**src/b64le_pkg.sv**
```systemverilog
// Package for the Base64 line encoder: shared constants, the job record that
// travels from the front end to the back end, and the digit alphabet function.
// Depends on nothing.
package b64le_pkg;

  localparam int unsigned ByteW      = 8;
  localparam int unsigned MaxChars   = 6;
  localparam int unsigned CountW     = 3;
  localparam int unsigned QueueDepth = 4;

  localparam logic [ByteW-1:0] ResetChunkBytes = 8'd54;
  localparam logic [ByteW-1:0] PadChar         = 8'h3D;
  localparam logic [ByteW-1:0] CrChar          = 8'h0D;
  localparam logic [ByteW-1:0] LfChar          = 8'h0A;

  // Codes for the number of leftover bits held between bytes.
  localparam logic [2:0] LeftNone = 3'd0;
  localparam logic [2:0] LeftTwo  = 3'd2;
  localparam logic [2:0] LeftFour = 3'd4;

  // All characters that one input byte causes, in emission order.
  typedef struct packed {
    logic [MaxChars-1:0][ByteW-1:0] chars;
    logic [CountW-1:0]              count;
  } job_t;

  // Maps a 6-bit value onto the standard Base64 alphabet.
  function automatic logic [ByteW-1:0] b64_char(input logic [5:0] v);
    logic [ByteW-1:0] c;
    if (v < 6'd26) begin
      c = 8'h41 + {2'b00, v};
    end else if (v < 6'd52) begin
      c = 8'h61 + {2'b00, v} - 8'd26;
    end else if (v < 6'd62) begin
      c = 8'h30 + {2'b00, v} - 8'd52;
    end else if (v == 6'd62) begin
      c = 8'h2B;
    end else begin
      c = 8'h2F;
    end
    return c;
  endfunction

endpackage

```
**src/base64_line_encoder.sv**
```systemverilog
// Top level of the Base64 line encoder. Instantiates the front end, the job
// queue and the back end. Depends on b64le_pkg and the three b64le modules.

// The encoder takes a stream of bytes and emits Base64 text, one line per
// chunk of cfg bytes (54 after reset, 0 meaning 256), each line closed with
// '=' padding as needed and CR LF; a byte with in_final_byte set ends the
// current line early. Every byte yields one to six characters, and the last
// character of each byte carries out_run_end. The front end takes one byte per
// cycle whenever the job queue has room, so the input never waits on the
// output directly. The back end sends exactly one character per cycle while
// it holds a job and out_ready is high, so the sustained rate is set by the
// output. An accepted byte passes through the queue memory and then the back
// end's job register before its first character is offered. The chunk size
// may only be rewritten while the encoder is idle, and a new size takes
// effect on the next byte.
module base64_line_encoder #(
  parameter int unsigned QUEUE_DEPTH = b64le_pkg::QueueDepth
) (
  input  logic       clk,
  input  logic       rst_n,
  input  logic       cfg_wr_en,
  input  logic [7:0] cfg_wr_data,
  input  logic       in_valid,
  output logic       in_ready,
  input  logic [7:0] in_data_byte,
  input  logic       in_final_byte,
  output logic       out_valid,
  input  logic       out_ready,
  output logic [7:0] out_char,
  output logic       out_run_end
);

  // Jobs travel from the front end through the queue to the back end.
  b64le_pkg::job_t push_data, pop_data;
  logic            push_valid, push_ready;
  logic            pop_valid, pop_ready;

  // The front end owns the chunk size register and all encoding state.
  b64le_front u_front (
    .clk           (clk),
    .rst_n         (rst_n),
    .cfg_wr_en     (cfg_wr_en),
    .cfg_wr_data   (cfg_wr_data),
    .in_valid      (in_valid),
    .in_ready      (in_ready),
    .in_data_byte  (in_data_byte),
    .in_final_byte (in_final_byte),
    .push_valid    (push_valid),
    .push_ready    (push_ready),
    .push_data     (push_data)
  );

  // The queue lets the input keep flowing while a long line end drains.
  b64le_queue #(
    .DEPTH (QUEUE_DEPTH)
  ) u_queue (
    .clk        (clk),
    .rst_n      (rst_n),
    .push_valid (push_valid),
    .push_ready (push_ready),
    .push_data  (push_data),
    .pop_valid  (pop_valid),
    .pop_ready  (pop_ready),
    .pop_data   (pop_data)
  );

  // The back end holds the current job in registers and drives the output.
  b64le_back u_back (
    .clk         (clk),
    .rst_n       (rst_n),
    .pop_valid   (pop_valid),
    .pop_ready   (pop_ready),
    .pop_data    (pop_data),
    .out_valid   (out_valid),
    .out_ready   (out_ready),
    .out_char    (out_char),
    .out_run_end (out_run_end)
  );

endmodule

```
**src/b64le_front.sv**
```systemverilog
// Front end of the Base64 line encoder: accepts bytes, tracks the bit and
// chunk state, and turns each byte into a job of up to six characters.
// Depends on b64le_pkg.
module b64le_front (
  input  logic                       clk,
  input  logic                       rst_n,
  input  logic                       cfg_wr_en,
  input  logic [7:0]                 cfg_wr_data,
  input  logic                       in_valid,
  output logic                       in_ready,
  input  logic [7:0]                 in_data_byte,
  input  logic                       in_final_byte,
  output logic                       push_valid,
  input  logic                       push_ready,
  output b64le_pkg::job_t            push_data
);

  logic [7:0] chunk_bytes_r;
  logic [3:0] left_bits_r, left_bits_nxt;
  logic [2:0] left_cnt_r, left_cnt_nxt;
  logic [7:0] chunk_pos_r, chunk_pos_nxt;
  logic [1:0] digits_r, digits_nxt;

  logic [8:0] next_pos;
  logic [8:0] limit;
  logic       chunk_end;
  logic [5:0] v0, v1;
  logic [1:0] nd;
  logic [3:0] lb_n;
  logic [2:0] lc_n;
  logic [1:0] dig_sum;
  logic [1:0] pads;
  logic [2:0] pad_end;
  logic       accept;

  assign in_ready   = push_ready;
  assign push_valid = in_valid;
  assign accept     = in_valid && push_ready;

  assign next_pos  = {1'b0, chunk_pos_r} + 9'd1;
  assign limit     = (chunk_bytes_r == 8'd0) ? 9'd256 : {1'b0, chunk_bytes_r};
  assign chunk_end = in_final_byte || (next_pos >= limit);

  always_comb begin
    v1   = 6'd0;
    nd   = 2'd1;
    unique case (left_cnt_r)
      b64le_pkg::LeftTwo: begin
        v0   = {left_bits_r[1:0], in_data_byte[7:4]};
        lb_n = in_data_byte[3:0];
        lc_n = b64le_pkg::LeftFour;
      end
      b64le_pkg::LeftFour: begin
        v0   = {left_bits_r, in_data_byte[7:6]};
        v1   = in_data_byte[5:0];
        nd   = 2'd2;
        lb_n = 4'd0;
        lc_n = b64le_pkg::LeftNone;
      end
      default: begin
        v0   = in_data_byte[7:2];
        lb_n = {2'b00, in_data_byte[1:0]};
        lc_n = b64le_pkg::LeftTwo;
      end
    endcase

    // Closing a chunk flushes the leftover bits as one zero-filled digit.
    if (chunk_end && lc_n == b64le_pkg::LeftTwo) begin
      v1 = {lb_n[1:0], 4'b0000};
      nd = 2'd2;
    end else if (chunk_end && lc_n == b64le_pkg::LeftFour) begin
      v1 = {lb_n, 2'b00};
      nd = 2'd2;
    end

    dig_sum = digits_r + nd;
    pads    = chunk_end ? (2'd0 - dig_sum) : 2'd0;
    pad_end = {1'b0, nd} + {1'b0, pads};

    push_data.count = chunk_end ? (pad_end + 3'd2) : {1'b0, nd};
    for (int i = 0; i < b64le_pkg::MaxChars; i++) begin
      if (3'(i) == 3'd0) begin
        push_data.chars[i] = b64le_pkg::b64_char(v0);
      end else if (3'(i) < {1'b0, nd}) begin
        push_data.chars[i] = b64le_pkg::b64_char(v1);
      end else if (3'(i) < pad_end) begin
        push_data.chars[i] = b64le_pkg::PadChar;
      end else if (3'(i) == pad_end) begin
        push_data.chars[i] = b64le_pkg::CrChar;
      end else begin
        push_data.chars[i] = b64le_pkg::LfChar;
      end
    end

    if (chunk_end) begin
      left_bits_nxt = 4'd0;
      left_cnt_nxt  = b64le_pkg::LeftNone;
      chunk_pos_nxt = 8'd0;
      digits_nxt    = 2'd0;
    end else begin
      left_bits_nxt = lb_n;
      left_cnt_nxt  = lc_n;
      chunk_pos_nxt = next_pos[7:0];
      digits_nxt    = dig_sum;
    end
  end

  always_ff @(posedge clk) begin
    if (!rst_n) begin
      chunk_bytes_r <= b64le_pkg::ResetChunkBytes;
      left_bits_r   <= 4'd0;
      left_cnt_r    <= b64le_pkg::LeftNone;
      chunk_pos_r   <= 8'd0;
      digits_r      <= 2'd0;
    end else begin
      if (cfg_wr_en) begin
        chunk_bytes_r <= cfg_wr_data;
      end
      if (accept) begin
        left_bits_r <= left_bits_nxt;
        left_cnt_r  <= left_cnt_nxt;
        chunk_pos_r <= chunk_pos_nxt;
        digits_r    <= digits_nxt;
      end
    end
  end

endmodule

```
**src/b64le_queue.sv**
```systemverilog
// Job queue between the front and back ends of the Base64 line encoder.
// A small circular buffer of job records. Depends on b64le_pkg.
module b64le_queue #(
  parameter int unsigned DEPTH = b64le_pkg::QueueDepth
) (
  input  logic            clk,
  input  logic            rst_n,
  input  logic            push_valid,
  output logic            push_ready,
  input  b64le_pkg::job_t push_data,
  output logic            pop_valid,
  input  logic            pop_ready,
  output b64le_pkg::job_t pop_data
);

  localparam int unsigned PtrW = (DEPTH > 1) ? $clog2(DEPTH) : 1;
  localparam int unsigned CntW = $clog2(DEPTH + 1);
  localparam logic [PtrW-1:0] LastPtr = PtrW'(DEPTH - 1);
  localparam logic [CntW-1:0] Full    = CntW'(DEPTH);

  b64le_pkg::job_t mem [DEPTH];

  logic [PtrW-1:0] wr_ptr_r, rd_ptr_r;
  logic [CntW-1:0] fill_r;
  logic            do_push, do_pop;

  assign push_ready = (fill_r != Full);
  assign pop_valid  = (fill_r != '0);
  assign pop_data   = mem[rd_ptr_r];
  assign do_push    = push_valid && push_ready;
  assign do_pop     = pop_valid && pop_ready;

  always_ff @(posedge clk) begin
    if (do_push) begin
      mem[wr_ptr_r] <= push_data;
    end
  end

  always_ff @(posedge clk) begin
    if (!rst_n) begin
      wr_ptr_r <= '0;
      rd_ptr_r <= '0;
      fill_r   <= '0;
    end else begin
      if (do_push) begin
        wr_ptr_r <= (wr_ptr_r == LastPtr) ? '0 : wr_ptr_r + PtrW'(1);
      end
      if (do_pop) begin
        rd_ptr_r <= (rd_ptr_r == LastPtr) ? '0 : rd_ptr_r + PtrW'(1);
      end
      if (do_push && !do_pop) begin
        fill_r <= fill_r + CntW'(1);
      end else if (do_pop && !do_push) begin
        fill_r <= fill_r - CntW'(1);
      end
    end
  end

endmodule

```
**src/b64le_back.sv**
```systemverilog
// Back end of the Base64 line encoder: holds one job and sends its
// characters one per transaction, marking the last. Depends on b64le_pkg.
module b64le_back (
  input  logic            clk,
  input  logic            rst_n,
  input  logic            pop_valid,
  output logic            pop_ready,
  input  b64le_pkg::job_t pop_data,
  output logic            out_valid,
  input  logic            out_ready,
  output logic [7:0]      out_char,
  output logic            out_run_end
);

  b64le_pkg::job_t job_r;
  logic [2:0]      idx_r;
  logic            busy_r;
  logic            last;

  assign last        = (idx_r == job_r.count - 3'd1);
  assign out_valid   = busy_r;
  assign out_char    = job_r.chars[idx_r];
  assign out_run_end = last;
  assign pop_ready   = !busy_r || (out_ready && last);

  always_ff @(posedge clk) begin
    if (pop_valid && pop_ready) begin
      job_r <= pop_data;
    end
  end

  always_ff @(posedge clk) begin
    if (!rst_n) begin
      busy_r <= 1'b0;
      idx_r  <= 3'd0;
    end else if (pop_valid && pop_ready) begin
      busy_r <= 1'b1;
      idx_r  <= 3'd0;
    end else if (busy_r && out_ready) begin
      if (last) begin
        busy_r <= 1'b0;
      end else begin
        idx_r <= idx_r + 3'd1;
      end
    end
  end

endmodule

```
**config.mk**
```make
export PLATFORM = sky130hd
export DESIGN_NAME = base64_line_encoder
export DESIGN_NICKNAME = d
export VERILOG_FILES = /design/src/b64le_pkg.sv /design/src/base64_line_encoder.sv /design/src/b64le_front.sv /design/src/b64le_queue.sv /design/src/b64le_back.sv
export SDC_FILE = /design/constraint.sdc
export NUM_CORES = 1
export LEC_CHECK = 0
export ABC_CLOCK_PERIOD_IN_PS = 4750
export BUFFER_PORTS_ARGS = -buffer_cell sky130_fd_sc_hd__buf_4
export CORE_ASPECT_RATIO = 1.4
export CORE_MARGIN = 2
export CORE_UTILIZATION = 45
export CTS_CLUSTER_SIZE = 28
export DETAILED_ROUTE_END_ITERATION = 10
export PLACE_DENSITY = 0.61
export SLEW_MARGIN = 20
export SYNTH_ARGS = -nofsm -noshare
export SYNTH_HDL_FRONTEND = slang
export SYNTH_HIERARCHICAL = 1
export SYNTH_SLANG_ARGS = --single-unit
```
**constraint.sdc**
```tcl
create_clock -name clk -period 4.75 [get_ports clk]
set_input_delay 0.7125 -clock clk [delete_from_list [all_inputs] [get_ports clk]]
set_output_delay 0.7125 -clock clk [all_outputs]
set_load 0.02 [all_outputs]
```
==> qor.txt <==
clock-pin slew on the worst setup and hold paths - 0.06 ns
first-pass GRT wire length - 37.3 mm
outcome - finished clean
largest net degree at the start of global routing - 52
cts repair resizes - 0
ys async rst share - 0%
post-DR vias/cell - 5.41
VDD IR max - 0.317 mV
Root Buffer Master - clkbuf_16
critical path data arrival time - 4.65 ns
Vias - 6740
fmax - 0.227 GHz
final core occ - 50.6%
first drt pass iteration count - 5
total track usage - 15.8%
starting density of the core - 45.5%
DRT iter0 DRCs - 372
Synth Register Bits - 292
Setup WS pre-CTS - 0.297 ns
Placed Cells - 1193
layout cells sized above 1 - 20.8%
crit path max fanout - 7
area of the die - 30000 µm²
worst hold slack - 0.391 ns
Fin Setup TNS - 0 ns
fin cells - 1245
Ant. Diodes - 0
crit path cell chain - ha_1 > nand3_1 > nor2_1 > xor2_1 > ha_1 > a211oi_2 > o21ai_2 > a221oi_2 > o32a_1 > inv_1 > ha_1 > a31oi_2 > o21a_4 > a211oi_1 > or4_1
mapped cell area - 12900 µm²
postcts setup bufs - 0
Synth cell types - 74
Max-cap violations - 0
initial antenna violation count - 0
startpoint types - flip-flop
YS warnings - 6
std cell rows - 73
Hold Crit Class - input port to flip-flop
vias in the first global route - 6984
Area Overhead vs Synth - 11.1%
slowest CP cell - or4_1
RSZ-0062 raised after global routing - false
Pins Over Slew Limit - 0
skew final - 0.00920 ns
Final ANT Viol Nets - 0
Avg Inst Size Synth - 15.7 µm²
CORE AREA - 28300 µm²
GP Congestion - 0.837
CTS tree - built
IO Port Bufs - 32
worst-skew pair later-pin latency - 0.54 ns
Hold Fails Final Rpt - 0
period utilisation layout - 92.5%
Slew @ Worst Pin - 1.03 ns
# IOs - 33
post-route minimum period - 4.40 ns
number of flops mapped to enable cells by yosys - 255
worst path required time - 5.00 ns
PwrDens - 528 nW/µm²
endpoint class of the critical path - flip-flop
static leakage - 4.86 nW
post-DP HPWL - 14.6 mm
drt total wl - 23.3 mm
post-synth top area share - 59.5%
total CTS buffers - 28
chip height - 204 µm
Die Span X - 147 µm
Setup violations, final - 0
WL/cell - 18.7 µm
sequential area share after synthesis - 65.2%
WS Path Type - flip-flop to flip-flop
Synth area leaders - edfxtp_1, mux4_2, dfxtp_1, ha_1, buf_4
cell accounting for the most synthesized area - edfxtp_1
Nets - 904
Worst Setup Slack, final - 0.354 ns
Slew HR - 30.3%
GR Overflow Total - 0
DRC viols - 0
clock buffer depth - 3
ys flop type - edfxtp_1
hold_buf cts - 0
htree depth - 1
Synth Instances - 820
Most Frequent Cell on Critical Path - ha_1
clock sink count - 292
Critical Path Max Stage Delay - 0.57 ns
[placed cells by master (no fill, tap or decap), types with 4 or more instances in the layout]
cell       Yosys  layout
ha_1          32      32
nor2b_1       13      13
xnor2_1        8       8
nor2_1        21      20
clkinv_1       0       4
edfxtp_1     255     255
a22oi_1        6       6
nor3b_1        4       4
nand2b_1       4       4
mux4_2        59      59
inv_1         47      47
nand2_1       48      48
a31oi_1        8       7
o211ai_1       7       7
clkbuf_1      17       5
dfxtp_1       37      35
clkinv_2       0       6
xor2_1         8       8
a21boi_0      10      10
nand3_1       24      24
nor4_1         4       4
conb_1         2      13
a21oi_1       21      21
nor3_1         7       7
and2_1         7       7
o21ai_1        5       5
or3_1          5       5
o22ai_1       11      11
o21ai_0       25      25
clkbuf_16      0      29
mux2i_1       16      16
buf_4         26      44
and3_1         5       5
[synthesized netlist by cell type (10+ instances only)]
library cell and number:
mux4_2 59, a21boi_0 10, edfxtp_1 255, ha_1 32, dfxtp_1 37, buf_4 26
clkbuf_1 17, o22ai_1 11, a21oi_1 21, inv_1 47, mux2i_1 16, nand3_1 24
nor2_1 21, o21ai_0 25, nand2_1 48, nor2b_1 13
[cells by family (layout without fill, tap and decap cells)]
group / count (synthesis) / count (layout) / synth area share [%]
compound gates: 132 / 132 / 7.53
mux: 77 / 77 / 11.7
flops: 292 / 292 / 65.2
other cells: 2 / 13 / 0.0583
simple gates: 160 / 160 / 6.43
fa+ha+maj: 34 / 34 / 3.42
buf+inv: 105 / 144 / 4.15
xor+xnor: 18 / 18 / 1.48
[flip-flops by register name, summed over array words and instances (netlist names), named ones only]
name                   count
u_back/idx_r               3
u_back/job_r              51
u_back/out_valid           1
u_front/chunk_bytes_r      8
u_front/chunk_pos_r        8
u_front/digits_r           2
u_front/left_bits_r        4
u_front/left_cnt_r         2
u_queue/fill_r             3
u_queue/mem              204
u_queue/rd_ptr_r           2
u_queue/wr_ptr_r           2
[final timing paths]
kind | start | to | slack, ns | depth (start not counted)
hold reg to reg | u_front/chunk_pos_r[7]$_SDFFE_PN0P_ | u_front/chunk_pos_r[7]$_SDFFE_PN0P_ | 0.47 | 2
setup / recovery | u_front/chunk_pos_r[0]$_SDFFE_PN0P_ | u_queue/mem[1][13]$_DFFE_PP_ | 0.35 | 15
hold / removal | cfg_wr_data[2] | u_front/chunk_bytes_r[2]$_SDFFE_PN1P_ | 0.39 | 3
setup reg to reg | u_front/chunk_pos_r[0]$_SDFFE_PN0P_ | u_queue/mem[1][13]$_DFFE_PP_ | 0.35 | 15
[through the flow]
stage / area, µm² / power (mW)
5_1_grt: 14300 / 7.91
4_1_cts: 14300 / 7.67
3_3_place_gp: 13400 / 5.44
6_report: 14300 / 7.55
3_5_place_dp: 13400 / 5.47
2_1_floorplan: 12900 / 4.95
[critical path, delay by kind of cell (launching register included)]
family                     cells  cell delay, ns
adders and majority gates      3            0.85
buffers and inverters          1            0.15
DFF                            1            0.39
and+or+nand+nor                3            0.96
AOI/OAI and AO/OA              7            1.54
xor gates and xnor gates       1            0.21
[routing by layer]
| layer | global-route usage (%) | routed length [µm] |
|---|---|---|
| met1 | 19.1 | 9410 |
| met2 | 29.1 | 12300 |
| met3 | 2.23 | 880 |
| met4 | 5.56 | 665 |
| met5 | 0 | 0 |
[cell type report]
type,count,area [µm²]
clock buffers,34,744
clock inverters,18,175
fillers,2409,14000
inverters,48,180
multi-input cells,434,4010
flip-flops and latches,292,8410
well taps,375,469
repair buffers,44,330
[where the power goes]
group | switching [mW] | internal [mW]
Sequential | 0.302 | 3.43
Clock | 0.908 | 1.28
Combinational | 0.861 | 0.770
Total | 2.07 | 5.48
Note: power is estimated with default switching activity, not from simulation.
